===== src/slcfp_pkg.sv =====
`default_nettype none

package slcfp_pkg;

   localparam logic [7:0] SYNC_FIRST  = 8'h55;
   localparam logic [7:0] SYNC_SECOND = 8'hAA;

   localparam logic [1:0] KIND_CMD     = 2'd0;
   localparam logic [1:0] KIND_LEN     = 2'd1;
   localparam logic [1:0] KIND_DATA    = 2'd2;
   localparam logic [1:0] KIND_VERDICT = 2'd3;

   localparam logic [8:0] POS_CMD       = 9'd0;
   localparam logic [8:0] POS_LEN       = 9'd1;
   localparam logic [8:0] POS_DATA_BASE = 9'd2;
   localparam logic [8:0] POS_MAX       = 9'd256;

   typedef struct packed {
      logic [1:0] kind;
      logic [7:0] value;
      logic [8:0] position;
      logic       checksum_ok;
   } rsp_item_type;

   typedef struct packed {
      logic         valid;
      rsp_item_type item;
   } result_type;

endpackage

`default_nettype wire


===== src/slcfp_if.sv =====
`default_nettype none

interface slcfp_req_if;
   logic       valid;
   logic       ready;
   logic [7:0] rx_byte;

   modport source (output valid, output rx_byte, input ready);
   modport sink (input valid, input rx_byte, output ready);
endinterface

interface slcfp_rsp_if;
   logic       valid;
   logic       ready;
   logic [1:0] kind;
   logic [7:0] value;
   logic [8:0] position;
   logic       checksum_ok;

   modport source (output valid, output kind, output value, output position,
                   output checksum_ok, input ready);
   modport sink (input valid, input kind, input value, input position,
                 input checksum_ok, output ready);
endinterface

`default_nettype wire


===== src/slcfp_in_stage.sv =====
`default_nettype none

module slcfp_in_stage (
   input  wire logic       clock,
   input  wire logic       reset,
   slcfp_req_if.sink       req,
   input  wire logic       advance,
   output      logic       byte_valid,
   output      logic [7:0] rx_byte
);

   logic       valid_ff;
   logic       valid_in;
   logic [7:0] byte_ff;
   logic       take;

   assign req.ready = !valid_ff || advance;
   assign take      = req.valid && req.ready;

   always_comb begin
      valid_in = valid_ff;
      if (take) begin
         valid_in = 1'b1;
      end else if (advance) begin
         valid_in = 1'b0;
      end
   end

   always_ff @(posedge clock) begin
      if (reset) begin
         valid_ff <= 1'b0;
      end else begin
         valid_ff <= valid_in;
      end
   end

   // payload only, no reset
   always_ff @(posedge clock) begin
      if (take) begin
         byte_ff <= req.rx_byte;
      end
   end

   assign byte_valid = valid_ff;
   assign rx_byte    = byte_ff;

endmodule

`default_nettype wire


===== src/slcfp_parser.sv =====
`default_nettype none

module slcfp_parser
   import slcfp_pkg::*;
(
   input  wire logic       clock,
   input  wire logic       reset,
   input  wire logic       fire,
   input  wire logic [7:0] rx_byte,
   output      result_type result
);

   typedef enum logic [2:0] {
      PH_HUNT  = 3'd0,
      PH_SYNC2 = 3'd1,
      PH_CMD   = 3'd2,
      PH_LEN   = 3'd3,
      PH_DATA  = 3'd4,
      PH_CSUM  = 3'd5
   } phase_type;

   phase_type  phase_ff, phase_in;
   logic [7:0] length_ff, length_in;
   logic [7:0] count_ff, count_in;
   logic [7:0] sum_ff, sum_in;
   logic [7:0] count_next;
   logic [8:0] position;

   assign count_next = count_ff + 8'd1;
   assign position   = POS_DATA_BASE + {1'b0, count_ff};

   always_comb begin
      phase_in  = phase_ff;
      length_in = length_ff;
      count_in  = count_ff;
      sum_in    = sum_ff;
      result    = '0;
      if (fire) begin
         unique case (phase_ff)
            PH_HUNT: begin
               if (rx_byte == SYNC_FIRST) begin
                  phase_in = PH_SYNC2;
               end
            end
            PH_SYNC2: begin
               phase_in = (rx_byte == SYNC_SECOND) ? PH_CMD : PH_HUNT;
            end
            PH_CMD: begin
               sum_in      = rx_byte;
               phase_in    = PH_LEN;
               result.valid = 1'b1;
               result.item  = '{kind: KIND_CMD, value: rx_byte, position: POS_CMD,
                                checksum_ok: 1'b0};
            end
            PH_LEN: begin
               length_in    = rx_byte;
               count_in     = 8'd0;
               sum_in       = sum_ff + rx_byte;
               phase_in     = (rx_byte <= 8'd1) ? PH_CSUM : PH_DATA;
               result.valid = 1'b1;
               result.item  = '{kind: KIND_LEN, value: rx_byte, position: POS_LEN,
                                checksum_ok: 1'b0};
            end
            PH_DATA: begin
               sum_in   = sum_ff + rx_byte;
               count_in = count_next;
               if (({1'b0, count_next} + 9'd1) >= {1'b0, length_ff}) begin
                  phase_in = PH_CSUM;
               end
               result.valid = 1'b1;
               result.item  = '{kind: KIND_DATA, value: rx_byte, position: position,
                                checksum_ok: 1'b0};
            end
            PH_CSUM: begin
               phase_in     = PH_HUNT;
               result.valid = 1'b1;
               result.item  = '{kind: KIND_VERDICT, value: rx_byte, position: position,
                                checksum_ok: (sum_ff == rx_byte)};
            end
            default: begin
               phase_in = PH_HUNT;
            end
         endcase
      end
   end

   always_ff @(posedge clock) begin
      if (reset) begin
         phase_ff  <= PH_HUNT;
         length_ff <= 8'd0;
         count_ff  <= 8'd0;
         sum_ff    <= 8'd0;
      end else begin
         phase_ff  <= phase_in;
         length_ff <= length_in;
         count_ff  <= count_in;
         sum_ff    <= sum_in;
      end
   end

endmodule

`default_nettype wire


===== src/slcfp_out_stage.sv =====
`default_nettype none

module slcfp_out_stage
   import slcfp_pkg::*;
(
   input  wire logic       clock,
   input  wire logic       reset,
   input  wire result_type result,
   output      logic       advance,
   slcfp_rsp_if.source     rsp
);

   logic         valid_ff;
   logic         valid_in;
   rsp_item_type item_ff;

   assign advance  = !valid_ff || rsp.ready;
   assign valid_in = advance ? result.valid : valid_ff;

   always_ff @(posedge clock) begin
      if (reset) begin
         valid_ff <= 1'b0;
      end else begin
         valid_ff <= valid_in;
      end
   end

   always_ff @(posedge clock) begin
      if (advance && result.valid) begin
         item_ff <= result.item;
      end
   end

   assign rsp.valid       = valid_ff;
   assign rsp.kind        = item_ff.kind;
   assign rsp.value       = item_ff.value;
   assign rsp.position    = item_ff.position;
   assign rsp.checksum_ok = item_ff.checksum_ok;

endmodule

`default_nettype wire


===== src/sync_length_checksum_frame_parser.sv =====
// frame parser for a received serial byte stream
// req_ch carries one received byte per request (rx_byte); rsp_ch carries the
// results: command, length and data bytes tagged with their frame position,
// and for the checksum byte a verdict with checksum_ok set when the 8-bit sum
// of command, length and data bytes matches
// sync bytes (0x55 then 0xaa) and bytes outside a frame give no result
// each request taken is held in the input register, then parsed into the
// result register, which drives rsp_ch
// throughput: one byte per cycle while rsp_ready is high, set by the
// combinational parse between the two registers; the running sum stands in
// for a sum over the frame
// when rsp_ready is low the result register holds and one more request is
// taken into the input register, after which req_ready follows rsp_ready
// reset (synchronous, active high) empties both registers and sends the
// parser back to hunting for the first sync byte
`default_nettype none

module sync_length_checksum_frame_parser
   import slcfp_pkg::*;
(
   input  wire logic   clock,
   input  wire logic   reset,
   slcfp_req_if.sink   req_ch,
   slcfp_rsp_if.source rsp_ch
);

   logic       advance;
   logic       byte_valid;
   logic [7:0] rx_byte;
   result_type result;

   slcfp_in_stage u_in_stage (
      .clock      (clock),
      .reset      (reset),
      .req        (req_ch),
      .advance    (advance),
      .byte_valid (byte_valid),
      .rx_byte    (rx_byte)
   );

   slcfp_parser u_parser (
      .clock   (clock),
      .reset   (reset),
      .fire    (byte_valid && advance),
      .rx_byte (rx_byte),
      .result  (result)
   );

   slcfp_out_stage u_out_stage (
      .clock   (clock),
      .reset   (reset),
      .result  (result),
      .advance (advance),
      .rsp     (rsp_ch)
   );

endmodule

`default_nettype wire


===== src/flat_wrapper.sv =====
// flat-port wrapper written by rule: the top's interface ports become plain ports
module sync_length_checksum_frame_parser_flat import slcfp_pkg::*;
  (clock, reset, req_ch_valid, req_ch_rx_byte, req_ch_ready, rsp_ch_valid, rsp_ch_kind, rsp_ch_value, rsp_ch_position, rsp_ch_checksum_ok, rsp_ch_ready);
  slcfp_req_if req_ch_i ();
  slcfp_rsp_if rsp_ch_i ();
  input  wire logic clock;
  input  wire logic reset;
  input wire logic [$bits(req_ch_i.valid)-1:0] req_ch_valid;
  input wire logic [$bits(req_ch_i.rx_byte)-1:0] req_ch_rx_byte;
  output wire logic [$bits(req_ch_i.ready)-1:0] req_ch_ready;
  output wire logic [$bits(rsp_ch_i.valid)-1:0] rsp_ch_valid;
  output wire logic [$bits(rsp_ch_i.kind)-1:0] rsp_ch_kind;
  output wire logic [$bits(rsp_ch_i.value)-1:0] rsp_ch_value;
  output wire logic [$bits(rsp_ch_i.position)-1:0] rsp_ch_position;
  output wire logic [$bits(rsp_ch_i.checksum_ok)-1:0] rsp_ch_checksum_ok;
  input wire logic [$bits(rsp_ch_i.ready)-1:0] rsp_ch_ready;
  assign req_ch_i.valid = req_ch_valid;
  assign req_ch_i.rx_byte = req_ch_rx_byte;
  assign req_ch_ready = req_ch_i.ready;
  assign rsp_ch_valid = rsp_ch_i.valid;
  assign rsp_ch_kind = rsp_ch_i.kind;
  assign rsp_ch_value = rsp_ch_i.value;
  assign rsp_ch_position = rsp_ch_i.position;
  assign rsp_ch_checksum_ok = rsp_ch_i.checksum_ok;
  assign rsp_ch_i.ready = rsp_ch_ready;
  sync_length_checksum_frame_parser u_core (.clock(clock), .reset(reset), .req_ch(req_ch_i), .rsp_ch(rsp_ch_i));
endmodule

===== config.mk =====
export PLATFORM = sky130hd
export DESIGN_NAME = sync_length_checksum_frame_parser_flat
export DESIGN_NICKNAME = d
export VERILOG_FILES = /design/src/slcfp_pkg.sv /design/src/slcfp_if.sv /design/src/slcfp_in_stage.sv /design/src/slcfp_parser.sv /design/src/slcfp_out_stage.sv /design/src/sync_length_checksum_frame_parser.sv /design/src/flat_wrapper.sv
export SDC_FILE = /design/constraint.sdc
export NUM_CORES = 1
export LEC_CHECK = 0
export ABC_AREA = 1
export BUFFER_PORTS_ARGS = -buffer_cell sky130_fd_sc_hd__buf_2
export CAP_MARGIN = 30
export CORE_MARGIN = 8
export CORE_UTILIZATION = 33
export DETAILED_ROUTE_END_ITERATION = 8
export SETUP_SLACK_MARGIN = 0.15
export SYNTH_ARGS = -nofsm -noshare
export SYNTH_HDL_FRONTEND = slang
export SYNTH_HIERARCHICAL = 1
export SYNTH_SLANG_ARGS = --single-unit
export TNS_END_PERCENT = 50

===== constraint.sdc =====
create_clock -name clock -period 7.9 [get_ports clock]
set_clock_uncertainty 0.15 [all_clocks]
set_input_delay 0.395 -clock clock [delete_from_list [all_inputs] [get_ports clock]]
set_output_delay 0.395 -clock clock [all_outputs]
set_load 0.01 [all_outputs]

==> qor.yml <==
cp_data_arrival_time_ns: 3.10
grt_setup_unrepaired: "false"
p_sw_mw: 0.1380
fin_crit_sh_pct: 38.07
seq_area_sq_um: 1421
cp_slowest_stage_delay_ns: 0.44
drtIter0Drc: 157
grt_pass1_wl_mm: 11.77
max_cap_violations: 0
cts_resized: 0
reg2reg_depth: 17
post_synth_and_or_nand_nor_area_fraction_pct: 22.46
grt-ovfl-total: 0
drcViolationCount: 0
netlist_instances: 389
holdPathStages: 1
synth_compound_area_share_pct: 12.25
ant_nets: 0
postCtsSetupBuffers: 0
synth-seq-cells: 57
ctsRootBufferMaster: "clkbuf_8"
ctsHoldBuffers: 0
fin_area_sq_um: 3687
worstMarginPinSlew_ns: 0.8805
ys_top_cells_by_area: "edfxtp_1, dfxtp_1, nand2_1"
fp.dieH_um: 113.5
row_count: 35
relSlewSlack_pct: 41.08
comb_power_share_pct: 2.8
slew_violations: 0
wl_per_cell_um: 12.67
drive_gt1_share_pct: 16.17
clockPowerShare_pct: 49.3
synth_mux_area_share_pct: 0
critPathSlowestCell: "dfxtp_1"
io_pins: 34
cts_made_buffers: 9
yosysSeqAreaShare_pct: 45.31
critPathKind: "reg2reg"
pwr-share-seq_pct: 47.9
avgSynthCellArea_sq_um: 8.064
route.met2.wl_mm: 3.335
synth_area_sq_um: 3137
core_area_sq_um: 9240
multi_input_area_sq_um: 1433
start_util_pct: 33.95
outcome: "complete, no violations"
fmax_mhz: 332.5
die_w_um: 113.5
synth_area_leader_cell: "edfxtp_1"
hpwl_mm: 5.369
tns_ns: 0
synth_fa_ha_area_share_pct: 7.818
wl_met3_um: 356
areaGrowthSynthToFinish_pct: 17.55
crit_fanout: 6
die_area_sq_um: 12880
swShare_pct: 20.91
holdCritPathClass: "in2reg"
gr-usage-all-layers_pct: 11.53
startpoint_type: "flip-flop"
min_period_ns: 3.007
viasPerCell: 4.715
required_ns: 7.99
nets: 459
synthArstFlopShare_pct: 0
clockBufferDepth: 2
io_buffer_count: 33
end_kind: "flip-flop"
yosys-top-cells-count: "nand2_1, inv_1, nor2_1"
path_cells: "ha_1 > nand2_4 > xor2_2 > nand2_2 > inv_1 > nand3_2 > nor3_1 > xor2_1 > inv_1 > ha_1 > nand4_1 > nor3b_1 > nand3_2 > nand3_2 > nand2_1 > nand2_1 > nor2_1"
met1Wirelength_mm: 3.296
synth-xor-area-share_pct: 3.032
antenna_found_initial: 0
diodes: 0
synth-edff-count: 28
placed_area_sq_um: 3448
clk_latency_ns: 0.35
p_leak_nw: 1.500
syn_nets: 420
wl_mm: 7.123
yosysTopAreaCellShare_pct: 26.80
cts.sinks: 57
cts_tree: "built"
grt_pass1_vias: 2548
synth.distinct_cells: 34
maxUsedRoutingLayer: "met4"
htreeDepth: 3
internal_power_mw: 0.5221
synth_flop_cell: "dfxtp_1"
setup_violations: 0
yosys_warnings: 6
crit_top_cell: "nand3_2"
p_per_area_nw_per_um2: 179.0
path_clk_slew_ns: 0.07
ir_drop_uv: 57.06
dr.pass1.iters: 4
vias: 2650
synth_top_family_by_area: "simple AND/OR/NAND/NOR gates"
hold_viol_final: 0
fillerInstances: 926
yosysMostFrequentCell: "nand2_1"
gp_congestion: 0.8043
grt_max_degree: 20
[final cells by class]
type / count / share of cell area [%]
Multi-Input combinational cell: 259 / 38.85
Inverter: 67 / 6.854
Timing Repair Buffer: 34 / 4.886
Clock inverter: 4 / 1.968
Clock buffer: 12 / 4.513
Sequential cell: 57 / 38.55
Tap cell: 129 / 4.377
[flip-flops by register name (all words and copies together) (netlist names)]
name / flops
u_core/u_parser/phase_ff: 3
u_core/u_parser/sum_ff: 8
u_core/u_parser/length_ff: 8
u_core/u_out_stage/rsp.valid: 1
u_core/u_out_stage/rsp.position: 9
u_core/u_out_stage/rsp.checksum_ok: 1
u_core/u_in_stage/rx_byte: 8
u_core/u_out_stage/rsp.kind: 2
u_core/u_parser/count_ff: 8
u_core/u_in_stage/byte_valid: 1
u_core/u_out_stage/rsp.value: 8
[per-stage QoR]
| step | total power, mW | instances | utilization, % | hold WS [ns] | worst slack (ns) |
|---|---|---|---|---|---|
| floorplan | 0.3321 | 389 | - | 0.2850 | 5.087 |
| global placement | 0.3407 | 545 | 37.16 | 0.3022 | 4.956 |
| detailed placement | 0.3409 | 546 | 37.32 | 0.3086 | 4.912 |
| CTS | 0.6679 | 562 | 39.91 | 0.05888 | 4.892 |
| global route | 0.6814 | 562 | 39.91 | 0.05891 | 4.551 |
| finish | 0.6602 | 562 | 39.91 | 0.07522 | 4.893 |
[worst paths after layout]
| path | to | from | slack (ns) |
|---|---|---|---|
| worst max-delay path | u_core/u_parser/phase_ff[0] | u_core/u_parser/count_ff[1] | 4.89 |
| worst min-delay path | u_core/u_in_stage/rx_byte[4] | req_ch_rx_byte[4] | 0.08 |
| worst max register to register | u_core/u_parser/phase_ff[0] | u_core/u_parser/count_ff[1] | 4.89 |
| worst min register to register | u_core/u_parser/length_ff[2] | u_core/u_parser/length_ff[2] | 0.31 |
[critical path: cells and delay by family, from the launching register on]
kind                       cells  cell delay (ns)
adders and majority gates      2             0.60
buffers and inverters          2             0.15
xor gates and xnor gates       2             0.39
and+or+nand+nor               11             1.15
DFF                            1             0.44
[cells by family after synthesis]
family	Yosys count
XOR/XNOR	10
AO/OA/AOI/OAI	73
adder cells (fa/ha/maj)	19
flip-flops	57
buffers and inverters	73
AND/OR/NAND/NOR	157
[cell usage in the layout, fill, tap and decap left out, types with 2 or more instances in the layout]
cell type	netlist	final
a31oi_1	5	5
bufinv_16	0	2
nor2_2	3	3
clkinv_2	1	2
clkbuf_8	0	10
buf_2	1	33
xor2_1	6	6
nor4_1	3	3
dfxtp_1	29	29
o21ai_1	2	2
nand2_2	3	3
nor2_4	2	2
xnor2_1	3	3
nor2_1	36	36
edfxtp_1	28	28
inv_2	3	3
nand3_1	17	17
inv_1	63	63
nand3_2	3	3
nand2_1	75	75
nand4_1	7	7
ha_1	18	18
a21oi_2	2	3
o21ai_0	27	27
a21oi_1	35	34
nor3_1	5	5
[power groups by stage]
stage	sequential, mW	clock, mW	combinational [mW]
global route	0.316	0.344	0.0211
CTS	0.316	0.333	0.0186
global placement	0.322	0	0.0182
finish	0.316	0.326	0.0185
floorplan	0.320	0	0.0120
detailed placement	0.322	0	0.0185
[routing by layer]
metal	track usage, %	up-vias
li1	-	1361
met2	19.61	57
met5	0	-
met4	5.417	0
met3	3.064	11
met1	13.19	1221
Note: power is estimated with default switching activity, not from simulation.
